==> src/rtl/mics_pkg.sv <==
// Shared types, constants and codes of the integer core.
package mics_pkg;

    localparam int unsigned REG_COUNT_DEF = 32;
    localparam logic [31:0] RESET_VECTOR_DEF = 32'hbfc00000;
    localparam logic [31:0] ISOLATE_MASK = 32'h00010000;

    localparam logic [1:0] MEM_NONE  = 2'd0;
    localparam logic [1:0] MEM_READ  = 2'd1;
    localparam logic [1:0] MEM_WRITE = 2'd2;

    localparam logic [1:0] SIZE_BYTE = 2'd0;
    localparam logic [1:0] SIZE_HALF = 2'd1;
    localparam logic [1:0] SIZE_WORD = 2'd2;

    localparam logic [2:0] ERR_OK      = 3'd0;
    localparam logic [2:0] ERR_OPCODE  = 3'd1;
    localparam logic [2:0] ERR_OVF     = 3'd2;
    localparam logic [2:0] ERR_DIVZERO = 3'd3;
    localparam logic [2:0] ERR_COP0REG = 3'd4;
    localparam logic [2:0] ERR_COP0WR  = 3'd5;

    localparam logic [1:0] PEND_NONE  = 2'd0;
    localparam logic [1:0] PEND_WORD  = 2'd1;
    localparam logic [1:0] PEND_SBYTE = 2'd2;
    localparam logic [1:0] PEND_UBYTE = 2'd3;

    // Operation field of an input item.
    localparam logic OPER_EXEC   = 1'b0;
    localparam logic OPER_RETURN = 1'b1;

    typedef enum logic [2:0] {
        ST_IDLE,
        ST_READ,
        ST_EXEC,
        ST_DIV,
        ST_DIVFIX,
        ST_WRITE,
        ST_OUT
    } state_t;

    typedef struct packed {
        logic        start;
        logic        signed_op;
        logic [31:0] dividend;
        logic [31:0] divisor;
    } div_req_t;

    typedef struct packed {
        logic        done;
        logic [31:0] quotient;
        logic [31:0] remainder;
    } div_rsp_t;

    typedef struct packed {
        logic [31:0] fetch_address;
        logic [1:0]  mem_op;
        logic [1:0]  mem_size;
        logic [31:0] mem_address;
        logic [31:0] mem_write_data;
        logic [2:0]  error_code;
    } result_t;

endpackage

==> src/rtl/mics_if.sv <==
// Valid/ready channel interfaces for input and result items.
interface mics_in_if;
    logic        valid;
    logic        ready;
    logic        operation;
    logic [31:0] fetched_word;
    logic [31:0] read_data;
    modport source (output valid, operation, fetched_word, read_data, input ready);
    modport sink (input valid, operation, fetched_word, read_data, output ready);
endinterface

interface mics_out_if;
    logic        valid;
    logic        ready;
    logic [31:0] fetch_address;
    logic [1:0]  mem_op;
    logic [1:0]  mem_size;
    logic [31:0] mem_address;
    logic [31:0] mem_write_data;
    logic [2:0]  error_code;
    modport source (output valid, fetch_address, mem_op, mem_size, mem_address,
                    mem_write_data, error_code, input ready);
    modport sink (input valid, fetch_address, mem_op, mem_size, mem_address,
                  mem_write_data, error_code, output ready);
endinterface

==> src/rtl/mics_divider.sv <==
// Shift-subtract divider, one quotient bit per cycle, with sign handling.
module mics_divider
(
    input  logic                clk,
    input  logic                rst_n,
    input  mics_pkg::div_req_t  req,
    output mics_pkg::div_rsp_t  rsp
);

    logic [31:0] rem_reg, rem_next;
    logic [31:0] quo_reg, quo_next;
    logic [31:0] dvs_reg, dvs_next;
    logic [5:0]  cnt_reg, cnt_next;
    logic        busy_reg, busy_next;
    logic        negq_reg, negq_next;
    logic        negr_reg, negr_next;
    logic [32:0] trial;
    logic [31:0] shifted;

    always_comb
    begin
        rem_next  = rem_reg;
        quo_next  = quo_reg;
        dvs_next  = dvs_reg;
        cnt_next  = cnt_reg;
        busy_next = busy_reg;
        negq_next = negq_reg;
        negr_next = negr_reg;
        shifted   = {rem_reg[30:0], quo_reg[31]};
        trial     = {1'b0, shifted} - {1'b0, dvs_reg};
        if (req.start)
        begin
            negr_next = req.signed_op & req.dividend[31];
            negq_next = req.signed_op & (req.dividend[31] ^ req.divisor[31]);
            quo_next  = (req.signed_op && req.dividend[31]) ? 32'd0 - req.dividend
                                                            : req.dividend;
            dvs_next  = (req.signed_op && req.divisor[31]) ? 32'd0 - req.divisor
                                                           : req.divisor;
            rem_next  = 32'd0;
            cnt_next  = 6'd0;
            busy_next = 1'b1;
        end
        else if (busy_reg)
        begin
            // When the top remainder bit is shifted out, the true value needs 33 bits
            // and is certainly at least the divisor, so the subtraction is taken.
            if (!trial[32] || rem_reg[31])
            begin
                rem_next = trial[31:0];
                quo_next = {quo_reg[30:0], 1'b1};
            end
            else
            begin
                rem_next = shifted;
                quo_next = {quo_reg[30:0], 1'b0};
            end
            cnt_next = cnt_reg + 6'd1;
            if (cnt_reg == 6'd31)
            begin
                busy_next = 1'b0;
            end
        end
    end

    always_ff @(posedge clk or negedge rst_n)
    begin
        if (!rst_n)
        begin
            busy_reg <= 1'b0;
            cnt_reg  <= 6'd0;
        end
        else
        begin
            busy_reg <= busy_next;
            cnt_reg  <= cnt_next;
        end
    end

    always_ff @(posedge clk)
    begin
        rem_reg  <= rem_next;
        quo_reg  <= quo_next;
        dvs_reg  <= dvs_next;
        negq_reg <= negq_next;
        negr_reg <= negr_next;
    end

    always_comb
    begin
        rsp.done      = !busy_reg && (cnt_reg == 6'd32);
        rsp.quotient  = negq_reg ? 32'd0 - quo_reg : quo_reg;
        rsp.remainder = negr_reg ? 32'd0 - rem_reg : rem_reg;
    end

endmodule

==> src/rtl/mics_regfile.sv <==
// General register file: one read port with registered data, one write port.
module mics_regfile #(
    parameter int unsigned REG_COUNT = mics_pkg::REG_COUNT_DEF
)
(
    input  logic                         clk,
    input  logic [$clog2(REG_COUNT)-1:0] rd_addr,
    output logic [31:0]                  rd_data,
    input  logic                         wr_en,
    input  logic [$clog2(REG_COUNT)-1:0] wr_addr,
    input  logic [31:0]                  wr_data
);

    logic [31:0] mem [REG_COUNT];

    always_ff @(posedge clk)
    begin
        if (wr_en)
        begin
            mem[wr_addr] <= wr_data;
        end
        rd_data <= mem[rd_addr];
    end

endmodule

==> src/rtl/mips_integer_core_step.sv <==
// Top level of the integer core: sequencer, architectural state and channels.
// An execute item passes through register file reads, execute, a two-phase writeback
// and the result, and a divide that runs the divider adds its states; a load return goes to the result.
// Throughput: one item at a time; the next item is taken once the result has left.
// Reset clears control state, HI, LO, status and cause and sets the PC to the reset
// vector; after reset a pass clears the register file, and no item is accepted meanwhile.
module mips_integer_core_step #(
    parameter int unsigned REG_COUNT = mics_pkg::REG_COUNT_DEF
)
(
    input  logic         clk,
    input  logic         rst_n,
    mics_in_if.sink      in_ch,
    mics_out_if.source   out_ch,
    input  logic         cfg_we,
    input  logic [31:0]  cfg_wdata
);

    localparam int unsigned AW = $clog2(REG_COUNT);

    mics_pkg::state_t state_reg, state_next;

    logic [31:0] pc_reg, pc_next;
    logic [31:0] held_reg, held_next;
    logic [31:0] ins_reg, ins_next;
    logic [31:0] hi_reg, hi_next, lo_reg, lo_next;
    logic [31:0] status_reg, status_next, cause_reg, cause_next;
    logic [AW-1:0] ptgt_reg, ptgt_next;
    logic [31:0] pval_reg, pval_next;
    logic [1:0]  pkind_reg, pkind_next;
    logic [31:0] a_reg, a_next;
    logic [AW-1:0] wdst_reg, wdst_next;
    logic [31:0] wval_reg, wval_next;
    logic [AW-1:0] optgt_reg, optgt_next;
    logic [31:0] opval_reg, opval_next;
    logic        wphase_reg, wphase_next;
    logic [AW:0] clr_reg, clr_next;
    logic        div_signed_reg, div_signed_next;
    mics_pkg::result_t res_reg, res_next;

    logic [AW-1:0] rf_raddr, rf_waddr;
    logic [31:0]   rf_rdata, rf_wdata;
    logic          rf_we;

    mics_pkg::div_req_t div_req;
    mics_pkg::div_rsp_t div_rsp;

    mics_regfile #(.REG_COUNT(REG_COUNT)) u_rf (
        .clk     (clk),
        .rd_addr (rf_raddr),
        .rd_data (rf_rdata),
        .wr_en   (rf_we),
        .wr_addr (rf_waddr),
        .wr_data (rf_wdata)
    );

    mics_divider u_div (
        .clk   (clk),
        .rst_n (rst_n),
        .req   (div_req),
        .rsp   (div_rsp)
    );

    // Instruction fields.
    logic [5:0]  op, fn;
    logic [4:0]  rs, rt, rd, sh;
    logic [15:0] imm;
    logic [31:0] simm, b, ea, pc4, btgt;
    logic [32:0] sum;
    logic        ovf;

    always_comb
    begin
        op   = ins_reg[31:26];
        rs   = ins_reg[25:21];
        rt   = ins_reg[20:16];
        rd   = ins_reg[15:11];
        sh   = ins_reg[10:6];
        fn   = ins_reg[5:0];
        imm  = ins_reg[15:0];
        simm = {{16{imm[15]}}, imm};
        b    = rf_rdata;
        ea   = a_reg + simm;
        pc4  = pc_reg + 32'd4;
        btgt = pc_reg + {simm[29:0], 2'b00};
        sum  = {1'b0, a_reg} + {1'b0, (op == 6'h00) ? b : simm};
        ovf  = (a_reg[31] == ((op == 6'h00) ? b[31] : simm[31])) &&
               (sum[31] != a_reg[31]);
    end

    // Next-state logic.
    always_comb
    begin
        state_next = state_reg;
        unique case (state_reg)
            mics_pkg::ST_IDLE:
            begin
                if (clr_reg[AW] && in_ch.valid)
                begin
                    state_next = (in_ch.operation == mics_pkg::OPER_RETURN)
                                 ? mics_pkg::ST_OUT : mics_pkg::ST_READ;
                end
            end
            mics_pkg::ST_READ:
                state_next = mics_pkg::ST_EXEC;
            mics_pkg::ST_EXEC:
            begin
                if (op == 6'h00 && (fn == 6'h1a || fn == 6'h1b) && b != 32'd0 &&
                    !(fn == 6'h1a && a_reg == 32'h80000000 && b == 32'hffffffff))
                begin
                    state_next = mics_pkg::ST_DIV;
                end
                else
                begin
                    state_next = mics_pkg::ST_WRITE;
                end
            end
            mics_pkg::ST_DIV:
            begin
                if (div_rsp.done)
                begin
                    state_next = mics_pkg::ST_DIVFIX;
                end
            end
            mics_pkg::ST_DIVFIX:
                state_next = mics_pkg::ST_WRITE;
            mics_pkg::ST_WRITE:
            begin
                if (wphase_reg)
                begin
                    state_next = mics_pkg::ST_OUT;
                end
            end
            mics_pkg::ST_OUT:
            begin
                if (out_ch.ready)
                begin
                    state_next = mics_pkg::ST_IDLE;
                end
            end
            default:
                state_next = mics_pkg::ST_IDLE;
        endcase
    end

    // Datapath and output logic.
    always_comb
    begin
        pc_next         = pc_reg;
        held_next       = held_reg;
        ins_next        = ins_reg;
        hi_next         = hi_reg;
        lo_next         = lo_reg;
        status_next     = status_reg;
        cause_next      = cause_reg;
        ptgt_next       = ptgt_reg;
        pval_next       = pval_reg;
        pkind_next      = pkind_reg;
        a_next          = a_reg;
        wdst_next       = wdst_reg;
        wval_next       = wval_reg;
        optgt_next      = optgt_reg;
        opval_next      = opval_reg;
        wphase_next     = 1'b0;
        clr_next        = clr_reg;
        div_signed_next = div_signed_reg;
        res_next        = res_reg;
        rf_raddr        = rs;
        rf_waddr        = wdst_reg;
        rf_wdata        = wval_reg;
        rf_we           = 1'b0;
        div_req.start     = 1'b0;
        div_req.signed_op = div_signed_reg;
        div_req.dividend  = a_reg;
        div_req.divisor   = b;
        in_ch.ready     = 1'b0;

        if (!clr_reg[AW])
        begin
            rf_we    = 1'b1;
            rf_waddr = clr_reg[AW-1:0];
            rf_wdata = 32'd0;
            clr_next = clr_reg + {{AW{1'b0}}, 1'b1};
        end

        unique case (state_reg)
            mics_pkg::ST_IDLE:
            begin
                in_ch.ready = clr_reg[AW];
                if (cfg_we)
                begin
                    pc_next = cfg_wdata;
                end
                if (clr_reg[AW] && in_ch.valid)
                begin
                    if (in_ch.operation == mics_pkg::OPER_RETURN)
                    begin
                        unique case (pkind_reg)
                            mics_pkg::PEND_WORD:  pval_next = in_ch.read_data;
                            mics_pkg::PEND_SBYTE:
                                pval_next = {{24{in_ch.read_data[7]}}, in_ch.read_data[7:0]};
                            mics_pkg::PEND_UBYTE:
                                pval_next = {24'd0, in_ch.read_data[7:0]};
                            default: ;
                        endcase
                        pkind_next = mics_pkg::PEND_NONE;
                        res_next = '0;
                        res_next.fetch_address = pc_reg;
                    end
                    else
                    begin
                        ins_next   = held_reg;
                        held_next  = in_ch.fetched_word;
                        rf_raddr   = held_reg[25:21];
                        optgt_next = ptgt_reg;
                        opval_next = pval_reg;
                        ptgt_next  = '0;
                        pval_next  = 32'd0;
                        pkind_next = mics_pkg::PEND_NONE;
                    end
                end
            end
            mics_pkg::ST_READ:
            begin
                a_next   = rf_rdata;
                rf_raddr = rt;
            end
            mics_pkg::ST_EXEC:
            begin
                res_next = '0;
                wdst_next = '0;
                wval_next = 32'd0;
                div_signed_next = (fn == 6'h1a);
                div_req.signed_op = (fn == 6'h1a);
                case (op)
                    6'h00:
                    begin
                        res_next.fetch_address = pc4;
                        case (fn)
                            6'h00: begin wdst_next = rd; wval_next = b << sh; end
                            6'h02: begin wdst_next = rd; wval_next = b >> sh; end
                            6'h03: begin wdst_next = rd; wval_next = $signed(b) >>> sh; end
                            6'h08: res_next.fetch_address = a_reg;
                            6'h09:
                            begin
                                wdst_next = rd;
                                wval_next = pc4;
                                res_next.fetch_address = a_reg;
                            end
                            6'h10: begin wdst_next = rd; wval_next = hi_reg; end
                            6'h12: begin wdst_next = rd; wval_next = lo_reg; end
                            6'h1a, 6'h1b:
                            begin
                                if (b == 32'd0)
                                begin
                                    lo_next = (fn == 6'h1a && a_reg[31]) ? 32'd1
                                                                          : 32'hffffffff;
                                    hi_next = a_reg;
                                    res_next.error_code = mics_pkg::ERR_DIVZERO;
                                end
                                else if (fn == 6'h1a && a_reg == 32'h80000000 &&
                                         b == 32'hffffffff)
                                begin
                                    lo_next = 32'h80000000;
                                    hi_next = 32'd0;
                                end
                                else
                                begin
                                    div_req.start = 1'b1;
                                end
                            end
                            6'h20:
                            begin
                                if (ovf)
                                begin
                                    res_next.error_code = mics_pkg::ERR_OVF;
                                end
                                else
                                begin
                                    wdst_next = rd;
                                    wval_next = sum[31:0];
                                end
                            end
                            6'h21: begin wdst_next = rd; wval_next = sum[31:0]; end
                            6'h23: begin wdst_next = rd; wval_next = a_reg - b; end
                            6'h24: begin wdst_next = rd; wval_next = a_reg & b; end
                            6'h25: begin wdst_next = rd; wval_next = a_reg | b; end
                            6'h2a:
                            begin
                                wdst_next = rd;
                                wval_next = {31'd0, $signed(a_reg) < $signed(b)};
                            end
                            6'h2b: begin wdst_next = rd; wval_next = {31'd0, a_reg < b}; end
                            default: res_next.error_code = mics_pkg::ERR_OPCODE;
                        endcase
                    end
                    6'h01:
                    begin
                        res_next.fetch_address = pc4;
                        if (ins_reg[20])
                        begin
                            wdst_next = 5'd31;
                            wval_next = pc4;
                        end
                        if (ins_reg[16] ? !a_reg[31] : a_reg[31])
                        begin
                            res_next.fetch_address = btgt;
                        end
                    end
                    6'h02, 6'h03:
                    begin
                        if (op == 6'h03)
                        begin
                            wdst_next = 5'd31;
                            wval_next = pc4;
                        end
                        res_next.fetch_address = {pc4[31:28], ins_reg[25:0], 2'b00};
                    end
                    6'h04, 6'h05, 6'h06, 6'h07:
                    begin
                        res_next.fetch_address = pc4;
                        if ((op == 6'h04 && a_reg == b) || (op == 6'h05 && a_reg != b) ||
                            (op == 6'h06 && $signed(a_reg) <= 0) ||
                            (op == 6'h07 && $signed(a_reg) > 0))
                        begin
                            res_next.fetch_address = btgt;
                        end
                    end
                    6'h08:
                    begin
                        res_next.fetch_address = pc4;
                        if (ovf)
                        begin
                            res_next.error_code = mics_pkg::ERR_OVF;
                        end
                        else
                        begin
                            wdst_next = rt;
                            wval_next = sum[31:0];
                        end
                    end
                    6'h09: begin res_next.fetch_address = pc4; wdst_next = rt; wval_next = ea; end
                    6'h0a:
                    begin
                        res_next.fetch_address = pc4;
                        wdst_next = rt;
                        wval_next = {31'd0, $signed(a_reg) < $signed(simm)};
                    end
                    6'h0b:
                    begin
                        res_next.fetch_address = pc4;
                        wdst_next = rt;
                        wval_next = {31'd0, a_reg < simm};
                    end
                    6'h0c:
                    begin
                        res_next.fetch_address = pc4;
                        wdst_next = rt;
                        wval_next = a_reg & {16'd0, imm};
                    end
                    6'h0d:
                    begin
                        res_next.fetch_address = pc4;
                        wdst_next = rt;
                        wval_next = a_reg | {16'd0, imm};
                    end
                    6'h0f:
                    begin
                        res_next.fetch_address = pc4;
                        wdst_next = rt;
                        wval_next = {imm, 16'd0};
                    end
                    6'h10:
                    begin
                        res_next.fetch_address = pc4;
                        if (rs == 5'd4)
                        begin
                            if (rd == 5'd12)
                            begin
                                status_next = b;
                            end
                            else if (rd == 5'd13)
                            begin
                                cause_next = b;
                                if (b != 32'd0)
                                begin
                                    res_next.error_code = mics_pkg::ERR_COP0WR;
                                end
                            end
                            else if (rd == 5'd3 || rd == 5'd5 || rd == 5'd6 ||
                                     rd == 5'd7 || rd == 5'd9 || rd == 5'd11)
                            begin
                                if (b != 32'd0)
                                begin
                                    res_next.error_code = mics_pkg::ERR_COP0WR;
                                end
                            end
                            else
                            begin
                                res_next.error_code = mics_pkg::ERR_COP0REG;
                            end
                        end
                        else if (rs == 5'd0)
                        begin
                            if (rd == 5'd12)
                            begin
                                ptgt_next = rt;
                                pval_next = status_reg;
                            end
                            else if (rd == 5'd13)
                            begin
                                ptgt_next = rt;
                                pval_next = cause_reg;
                            end
                            else
                            begin
                                res_next.error_code = mics_pkg::ERR_COP0REG;
                            end
                        end
                        else
                        begin
                            res_next.error_code = mics_pkg::ERR_OPCODE;
                        end
                    end
                    6'h11, 6'h12, 6'h13: res_next.fetch_address = pc4;
                    6'h20, 6'h23, 6'h24:
                    begin
                        res_next.fetch_address = pc4;
                        ptgt_next = rt;
                        pval_next = 32'd0;
                        pkind_next = (op == 6'h23) ? mics_pkg::PEND_WORD :
                                     ((op == 6'h20) ? mics_pkg::PEND_SBYTE
                                                    : mics_pkg::PEND_UBYTE);
                        res_next.mem_op = mics_pkg::MEM_READ;
                        res_next.mem_size = (op == 6'h23) ? mics_pkg::SIZE_WORD
                                                          : mics_pkg::SIZE_BYTE;
                        res_next.mem_address = ea;
                    end
                    6'h28, 6'h29, 6'h2b:
                    begin
                        res_next.fetch_address = pc4;
                        if ((status_reg & mics_pkg::ISOLATE_MASK) == 32'd0)
                        begin
                            res_next.mem_op = mics_pkg::MEM_WRITE;
                            res_next.mem_address = ea;
                            if (op == 6'h28)
                            begin
                                res_next.mem_size = mics_pkg::SIZE_BYTE;
                                res_next.mem_write_data = {24'd0, b[7:0]};
                            end
                            else if (op == 6'h29)
                            begin
                                res_next.mem_size = mics_pkg::SIZE_HALF;
                                res_next.mem_write_data = {16'd0, b[15:0]};
                            end
                            else
                            begin
                                res_next.mem_size = mics_pkg::SIZE_WORD;
                                res_next.mem_write_data = b;
                            end
                        end
                    end
                    default:
                    begin
                        res_next.fetch_address = pc4;
                        res_next.error_code = mics_pkg::ERR_OPCODE;
                    end
                endcase
                pc_next = res_next.fetch_address;
            end
            mics_pkg::ST_DIV: ;
            mics_pkg::ST_DIVFIX:
            begin
                lo_next = div_rsp.quotient;
                hi_next = div_rsp.remainder;
            end
            mics_pkg::ST_WRITE:
            begin
                // Load value lands first, then the instruction's own write wins.
                wphase_next = 1'b1;
                rf_we = 1'b1;
                if (!wphase_reg)
                begin
                    rf_waddr = optgt_reg;
                    rf_wdata = (optgt_reg == '0) ? 32'd0 : opval_reg;
                end
                else
                begin
                    rf_waddr = wdst_reg;
                    rf_wdata = (wdst_reg == '0) ? 32'd0 : wval_reg;
                end
            end
            mics_pkg::ST_OUT: ;
            default: ;
        endcase
    end

    always_ff @(posedge clk or negedge rst_n)
    begin
        if (!rst_n)
        begin
            state_reg      <= mics_pkg::ST_IDLE;
            pc_reg         <= mics_pkg::RESET_VECTOR_DEF;
            held_reg       <= 32'd0;
            hi_reg         <= 32'd0;
            lo_reg         <= 32'd0;
            status_reg     <= 32'd0;
            cause_reg      <= 32'd0;
            ptgt_reg       <= '0;
            pval_reg       <= 32'd0;
            pkind_reg      <= mics_pkg::PEND_NONE;
            wphase_reg     <= 1'b0;
            clr_reg        <= '0;
        end
        else
        begin
            state_reg      <= state_next;
            pc_reg         <= pc_next;
            held_reg       <= held_next;
            hi_reg         <= hi_next;
            lo_reg         <= lo_next;
            status_reg     <= status_next;
            cause_reg      <= cause_next;
            ptgt_reg       <= ptgt_next;
            pval_reg       <= pval_next;
            pkind_reg      <= pkind_next;
            wphase_reg     <= wphase_next;
            clr_reg        <= clr_next;
        end
    end

    always_ff @(posedge clk)
    begin
        ins_reg        <= ins_next;
        a_reg          <= a_next;
        wdst_reg       <= wdst_next;
        wval_reg       <= wval_next;
        optgt_reg      <= optgt_next;
        opval_reg      <= opval_next;
        div_signed_reg <= div_signed_next;
        res_reg        <= res_next;
    end

    always_comb
    begin
        out_ch.valid          = (state_reg == mics_pkg::ST_OUT);
        out_ch.fetch_address  = res_reg.fetch_address;
        out_ch.mem_op         = res_reg.mem_op;
        out_ch.mem_size       = res_reg.mem_size;
        out_ch.mem_address    = res_reg.mem_address;
        out_ch.mem_write_data = res_reg.mem_write_data;
        out_ch.error_code     = res_reg.error_code;
    end

endmodule
==> src/flat_wrapper.sv <==
// flat-port wrapper written by rule: the top's interface ports become plain ports
module mips_integer_core_step_flat 
#(
    parameter int unsigned REG_COUNT = mics_pkg::REG_COUNT_DEF
)
  (clk, rst_n, cfg_we, cfg_wdata, in_ch_valid, in_ch_operation, in_ch_fetched_word, in_ch_read_data, in_ch_ready, out_ch_valid, out_ch_fetch_address, out_ch_mem_op, out_ch_mem_size, out_ch_mem_address, out_ch_mem_write_data, out_ch_error_code, out_ch_ready);
  mics_in_if in_ch_i ();
  mics_out_if out_ch_i ();
  input  logic clk;
  input  logic rst_n;
  input  logic cfg_we;
  input  logic [31:0] cfg_wdata;
  input wire logic [$bits(in_ch_i.valid)-1:0] in_ch_valid;
  input wire logic [$bits(in_ch_i.operation)-1:0] in_ch_operation;
  input wire logic [$bits(in_ch_i.fetched_word)-1:0] in_ch_fetched_word;
  input wire logic [$bits(in_ch_i.read_data)-1:0] in_ch_read_data;
  output wire logic [$bits(in_ch_i.ready)-1:0] in_ch_ready;
  output wire logic [$bits(out_ch_i.valid)-1:0] out_ch_valid;
  output wire logic [$bits(out_ch_i.fetch_address)-1:0] out_ch_fetch_address;
  output wire logic [$bits(out_ch_i.mem_op)-1:0] out_ch_mem_op;
  output wire logic [$bits(out_ch_i.mem_size)-1:0] out_ch_mem_size;
  output wire logic [$bits(out_ch_i.mem_address)-1:0] out_ch_mem_address;
  output wire logic [$bits(out_ch_i.mem_write_data)-1:0] out_ch_mem_write_data;
  output wire logic [$bits(out_ch_i.error_code)-1:0] out_ch_error_code;
  input wire logic [$bits(out_ch_i.ready)-1:0] out_ch_ready;
  assign in_ch_i.valid = in_ch_valid;
  assign in_ch_i.operation = in_ch_operation;
  assign in_ch_i.fetched_word = in_ch_fetched_word;
  assign in_ch_i.read_data = in_ch_read_data;
  assign in_ch_ready = in_ch_i.ready;
  assign out_ch_valid = out_ch_i.valid;
  assign out_ch_fetch_address = out_ch_i.fetch_address;
  assign out_ch_mem_op = out_ch_i.mem_op;
  assign out_ch_mem_size = out_ch_i.mem_size;
  assign out_ch_mem_address = out_ch_i.mem_address;
  assign out_ch_mem_write_data = out_ch_i.mem_write_data;
  assign out_ch_error_code = out_ch_i.error_code;
  assign out_ch_i.ready = out_ch_ready;
  mips_integer_core_step #(.REG_COUNT(REG_COUNT)) u_core (.clk(clk), .rst_n(rst_n), .in_ch(in_ch_i), .out_ch(out_ch_i), .cfg_we(cfg_we), .cfg_wdata(cfg_wdata));
endmodule
==> config.mk <==
export PLATFORM = sky130hd
export DESIGN_NAME = mips_integer_core_step_flat
export DESIGN_NICKNAME = d
export VERILOG_FILES = /design/src/rtl/mics_pkg.sv /design/src/rtl/mics_if.sv /design/src/rtl/mics_divider.sv /design/src/rtl/mics_regfile.sv /design/src/rtl/mips_integer_core_step.sv /design/src/flat_wrapper.sv
export SDC_FILE = /design/constraint.sdc
export NUM_CORES = 2
export LEC_CHECK = 0
export BUFFER_PORTS_ARGS = -buffer_cell sky130_fd_sc_hd__buf_2
export CORE_MARGIN = 4
export CORE_UTILIZATION = 50
export CTS_CLUSTER_SIZE = 10
export DETAILED_ROUTE_END_ITERATION = 16
export GPL_TIMING_DRIVEN = 0
export HOLD_SLACK_MARGIN = 0.05
export PLACE_DENSITY = 0.66
export SETUP_SLACK_MARGIN = 0.4
export SLEW_MARGIN = 30
export SYNTH_ARGS = -nofsm -noshare
export SYNTH_HDL_FRONTEND = slang
export SYNTH_SLANG_ARGS = --single-unit
export TNS_END_PERCENT = 50
==> constraint.sdc <==
create_clock -name clk -period 18.2 [get_ports clk]
set_input_delay 5.46 -clock clk [delete_from_list [all_inputs] [get_ports clk]]
set_output_delay 5.46 -clock clk [all_outputs]
set_load 0.01 [all_outputs]
== Word level (Yosys, flattened, before mapping) ==
Memories as Yosys holds them, arrays and structs flattened. A register that Yosys moved wholly into a read port is not among the register bits.
Index checks and enable logic that the tools add are counted.
Operators by class
  $lt $le $gt $ge: 6
  reduce and logical (&&, ||, !) cells: 61
  bitwise logic cells: 9
  multiplexer cells: 119
  $add $sub $neg: 12
  shift operators: 3
  equal/unequal tests: 81
Operators by type and width (count)
  two-way mux 32 bit: 38
  one-hot mux 32 bit (13 select lines): 1
  one-hot mux 32 bit (10 select lines): 1
  one-hot mux 32 bit (2 select lines): 5
  two-way mux 103 bit: 2
  one-hot mux 103 bit (2 select lines): 1
  one-hot mux 32 bit (4 select lines): 1
  subtractor 1 x 32 -> 32 bit, first input constant: 4
  adder 32 bit: 3
  less-than comparator 32 bit: 3
  one-hot mux 32 bit (3 select lines): 1
  == test 6 bit, second input constant: 14
  two-way mux 5 bit: 15
  one-hot mux 36 bit (2 select lines): 1
  two-way mux 68 bit: 1
  == test 32 bit, second input constant: 2
  zero test 32 bit: 2
  == test 6 x 4 -> 1 bit, second input constant: 9
  == test 6 x 5 -> 1 bit, second input constant: 9
  two-way mux 3 bit: 14
  one-hot mux 5 bit (2 select lines): 4
  subtractor 32 x 32 -> 33 bit: 1
  adder 32 x 3 -> 32 bit, second input constant: 1
  bitwise AND 32 x 16 -> 32 bit: 1
  64 further kinds: 157
Storage, ports and cells
  bits in writable memories: 1024
  register bits: 588
  word-level logic and storage cells: 325
  memories kept: 1
Memory list
  u_core.u_rf.mem: words 32, bits a word 32, read ports 1, clocked after Yosys merged registers in 1, wr ports 1, RTL line mics_regfile.sv:14  | logic [31:0] mem [REG_COUNT];

== Logic depth before layout (Yosys ltp) ==
  depth after elaboration: 12
  mapped depth: 19

== By module ==
A second synthesis with hierarchy kept.
Unflattened totals
  cell total of the unflattened synthesis: 7107
  area, all modules: 84441.0 um^2
By module, submodules not included
  mics_regfile: instances 1, cells each 2260, area each 40492.6 um^2
  mips_integer_core_step: instances 1, cells each 3852, area each 35407.7 um^2
  mics_divider: instances 1, cells each 995, area each 8540.7 um^2

== Least setup slack after synthesis ==
OpenSTA, ideal clock, no wires.
  kind: input port to flip-flop
  from: input in_ch_operation
  to: register u_core.res_reg, in the netlist u_core.out_ch.error_code[0] (enable)
  slack: 4.756 ns
  stages: 3
  arrival time: 12.753 ns
  setup time: 0.691 ns
  path buffers: 1
  cells stage by stage: clkbuf_1 a31oi_1 nor3_1
Between the ends
  longest elaborated chain between the ends: 2
RTL lines
  from (decl): RTL line flat_wrapper.sv:14  | input wire logic [$bits(in_ch_i.operation)-1:0] in_ch_operation;
  inequality test 2 bit (no source line)
  AND reduction 3 bit (no source line)
  to (signal assigned): RTL line mips_integer_core_step.sv:541  | res_reg <= res_next;
  to (decl): RTL line mips_integer_core_step.sv:39  | mics_pkg::result_t res_reg, res_next;
Every way passes these cells.
A chain may end at the register's enable or synchronous reset.

== Worst setup path after layout ==
  from: input in_ch_operation
  to: register u_core.u_rf.rd_data[26], read port of u_core.u_rf.mem
Between the ends
  longest elaborated chain between the ends: 3
RTL lines
  two-way mux 5 bit: RTL line mips_integer_core_step.sv:196  | if (in_ch.operation == mics_pkg::OPER_RETURN)
  two-way mux 5 bit: RTL line mips_integer_core_step.sv:194  | if (clr_reg[AW] && in_ch.valid)
  one-hot mux 5 bit (2 select lines): RTL line mips_integer_core_step.sv:186  | unique case (state_reg)
  to (decl): RTL line mics_regfile.sv:8  | output logic [31:0] rd_data,
Every way passes these cells.

==> flow_metrics.py <==
metrics = {
    "drt": {
        "drc_errors": 0,
        "drt_iter0_drc": 10660,
        "drtAntennaViolNets": 0,
        "via_count": 71400,
        "dr.pass1.iters": 7,
        "via_per_inst": 6.845,
        "wirelength_mm": 393.4,
        "avgRoutedWirePerCell_um": 37.71,
    },
    "place": {
        "dpl.cell_count": 10120,
        "io_buffer_count": 205,
        "gp_congestion": 1.067,
        "hpwlAfterDp_mm": 297.9,
        "place_area_um2": 91130,
        "place_ws_ns": 7.373,
    },
    "critical_path": {
        "cp_data_arrival_time_ns": 10.88,
        "crit_top_cell": "clkbuf_1",
        "critPathCaptureType": "register",
        "cp.depth": 11,
        "worstPathCellList": "clkbuf_1 > nor3b_2 > clkbuf_1 > a22o_1 > a21oi_4 > buf_2 > buf_1 > clkbuf_1 > a311oi_1 > a211oi_1 > o31ai_1",
        "reg2reg_depth": 14,
        "crit_path_start_kind": "input pin",
        "critPathBufInv": 5,
        "slowest_delay_ns": 1.03,
        "critical_path.max_fanout": 10,
        "cp_slowest_cell": "a211oi_1",
        "required_ns": 18.79,
        "r2r_slack_ns": 10.18,
        "crit_family": "buffers and inverters",
        "critPathKind": "in -> reg",
        "endpoint": "u_core.u_rf.rd_data[26]$_DFF_P_",
        "reg2reg_to": "u_core.u_div.dvs_reg[23]$_DFFE_PP_",
        "r2r-start": "u_core.u_rf.rd_data[1]$_DFF_P_",
        "critPathLaunch": "in_ch_operation",
    },
    "finish": {
        "largest_reg_flops": 1024,
        "drive_gt1_share_pct": 11.02,
        "top_register": "u_core.u_rf.mem",
        "seqCellArea_um2": 47500,
        "layout.nets": 8483,
        "layout.cells.non_filler": 10430,
        "multi_input_area_um2": 35260,
        "final_cell_area_um2": 96620,
        "num-fill-cells": 14030,
        "area_delta_synth_final_pct": 13.73,
    },
    "logic_synthesis": {
        "ys_warn_count": 0,
        "syn_nets": 7999,
        "netlist_area_um2": 84950,
        "synth_cell_types": 97,
        "synth_flop_cell": "edfxtp_1",
        "synth-edff-count": 1332,
        "yosysSeqAreaShare_pct": 55.91,
        "avgSynthCellArea_um2": 11.16,
        "async_flop_share_pct": 15.09,
        "synthCells": 7610,
        "ys_ff_latch": 1644,
    },
    "hold_path": {
        "hp-class": "reg -> reg",
        "whs_path_depth": 0,
    },
    "floorplanning": {
        "die_w_um": 420.2,
        "start_util_pct": 50.24,
        "coreArea_um2": 169100,
        "boundaryPins": 207,
        "rows": 151,
        "dieHeight_um": 420.2,
        "dieArea_um2": 176600,
    },
    "sta": {
        "setup_tns_ns": 0,
        "tightest_slew_ns": 1.208,
        "finalSetupViolCount": 0,
        "worst_slack_ns": 7.909,
        "rsz0062_at_grt": "no",
        "fmax_ghz": 0.09717,
        "hold_viol_final": 0,
        "timing.slew.headroom_pct": 18.99,
        "drv_slew": 0,
        "fin_hold_ws_ns": 0.4414,
        "finClkSkew_ns": 0.06497,
        "fin_crit_sh_pct": 56.55,
        "layout_min_cycle_time_ns": 10.29,
    },
    "power_and_ir_drop": {
        "switchingPower_w": 0.007796,
        "p_clk_share_pct": 20.6,
        "seqPwrFrac_pct": 33.1,
        "comb_power_share_pct": 46.2,
        "intPower_w": 0.008901,
        "power_density_nw_per_um2": 172.8,
        "vdd_drop_max_mv": 0.1396,
        "leakagePower_nw": 34.46,
        "swShare_pct": 46.69,
    },
    "clocking": {
        "clock_path_buffers": 3,
        "cts_tree": "yes",
        "cts_max_level": 4,
        "ctsResizeCount": 0,
        "cts.sinks": 1644,
        "clk_pin_slew_ns": 0.06,
        "clk-insertion-delay-late_ns": 0.85,
        "numCtsBuffers": 187,
        "cts_root_buf": "clkbuf_16",
        "post-cts-setup-buffer-count": 0,
        "holdBufCountCts": 0,
    },
    "flow_run": {
        "drv_cap": 0,
    },
    "global_route": {
        "grt_pass1_wl_mm": 535.0,
        "grt_pass1_vias": 66980,
        "grt_overflow": 0,
        "grt_start_max_net_pins": 79,
        "antenna_found_initial": 35,
        "gr-usage-all-layers_pct": 43.76,
    },
    "status": {
        "outcome": "completed",
    },
}
[layout make-up]
type | instances | share of cell area [%]
plain buffers | 527 | 2.174
multi-input cells | 5236 | 36.50
inverters | 203 | 0.7887
well taps | 2218 | 2.872
clock buffers | 269 | 5.193
diodes | 18 | 0.04662
repair buffers | 295 | 2.909
clock inverters | 20 | 0.3548
flip-flops and latches | 1644 | 49.16
[Yosys cell counts, types with 29 or more instances]
master	instances	area (um2)
dfrtp_1	239	5981
o211ai_1	50	375.4
a311oi_1	134	1174
a31oi_1	169	1057
and2_1	259	1620
a221o_1	32	320.3
a22oi_1	56	420.4
a22o_1	35	306.5
edfxtp_1	1332	40000
nand3_1	98	490.5
nor4_1	29	181.4
or3_1	37	231.5
nand2b_1	38	237.7
a21oi_1	393	1967
nand2_1	948	3558
dfxtp_1	64	1281
a211o_1	43	376.6
o31ai_1	82	615.6
o22ai_1	34	212.7
buf_2	50	250.2
mux2_2	74	833.3
a21o_1	65	488.0
a221oi_1	65	569.3
nor3_1	123	615.6
inv_1	194	728.2
a211oi_1	403	3025
buf_1	34	127.6
clkbuf_1	440	1652
ha_1	282	3528
nor2_1	466	1749
xor2_1	84	735.7
nand4_1	43	269.0
mux4_2	61	1374
o221ai_1	53	464.2
mux2i_1	96	960.9
o21ai_0	395	1977
o21bai_1	35	262.8
o21a_1	50	375.4
xnor2_1	197	1725
[worst min-delay path by stage]
stage | endpoint | slack [ns] | startpoint
2_1_floorplan | u_core.ins_reg[0]$_DFFE_PP_ | 0.42 | u_core.held_reg[0]$_DFFE_PN0P_
3_3_place_gp | u_core.ins_reg[8]$_DFFE_PP_ | 0.43 | u_core.held_reg[8]$_DFFE_PN0P_
3_5_place_dp | u_core.ins_reg[20]$_DFFE_PP_ | 0.43 | u_core.held_reg[20]$_DFFE_PN0P_
4_1_cts | u_core.ins_reg[7]$_DFFE_PP_ | 0.44 | u_core.held_reg[7]$_DFFE_PN0P_
5_1_grt | u_core.opval_reg[24]$_DFFE_PP_ | 0.45 | u_core.pval_reg[24]$_DFFE_PN0P_
6_report | u_core.ins_reg[7]$_DFFE_PP_ | 0.44 | u_core.held_reg[7]$_DFFE_PN0P_
[layout by cell type (no fill, tap or decap), types with 81 or more instances in the layout]
master / netlist / layout
ha_1: 282 / 282
a311oi_1: 134 / 133
a211oi_1: 403 / 388
dfrtp_1: 239 / 239
o31ai_1: 82 / 81
nand2_1: 948 / 944
nand3_1: 98 / 98
xnor2_1: 197 / 192
nor2_1: 466 / 429
a31oi_1: 169 / 168
clkbuf_16: 0 / 187
nor3_1: 123 / 116
a21oi_1: 393 / 392
buf_2: 50 / 258
mux2i_1: 96 / 94
xor2_1: 84 / 83
inv_1: 194 / 194
and2_1: 259 / 259
clkbuf_1: 440 / 487
o21ai_0: 395 / 386
edfxtp_1: 1332 / 1332
[worst register-to-register path, cell delays in order, from the launching register on]
cell	delay, ns
dfxtp_1	0.57
clkbuf_2	0.61
inv_1	0.95
ha_1	0.32
or3b_2	0.51
nor4b_2	0.68
and3_1	0.39
nand3_1	0.24
nor4_4	0.78
nor2_2	0.41
nand2b_1	0.27
clkbuf_1	0.56
inv_1	0.69
buf_2	0.49
buf_12	0.25
[power by group through the flow]
stage	combinational [W]	clock [W]	sequential (W)
5_1_grt	0.00791	0.00362	0.00551
6_report	0.00772	0.00345	0.00553
2_1_floorplan	0.00391	0	0.00523
3_3_place_gp	0.00706	0	0.00561
3_5_place_dp	0.00734	0	0.00554
4_1_cts	0.00738	0.00345	0.00548
[metal layers]
metal  GRT usage [%]  vias to the layer above  share of wire, %
met5               0                        -             0.050
met4           34.23                       28               9.8
met3           10.93                     1262                11
met2           65.10                     5115                43
met1           54.74                    35250                36
li1                -                    29750                 -
[logic make-up (layout without fill, tap and decap cells)]
family	count (synthesis)	after routing	share of synthesized area, %
compound gates	2230	2230	17.91
simple gates	2207	2207	11.97
flops	1644	1644	55.91
buf+inv	730	1314	3.312
fa+ha+maj	287	287	4.271
xor+xnor	281	281	2.897
mux	231	231	3.729
other cells	0	18	0
[metrics by stage]
| stage | util, % | total power [W] |
|---|---|---|
| 2_1_floorplan | - | 0.009142 |
| 3_3_place_gp | 52.49 | 0.01267 |
| 3_5_place_dp | 53.89 | 0.01288 |
| 4_1_cts | 57.06 | 0.01630 |
| 5_1_grt | 57.11 | 0.01703 |
| 6_report | 57.14 | 0.01670 |
Note: power is estimated with default switching activity, not from simulation.
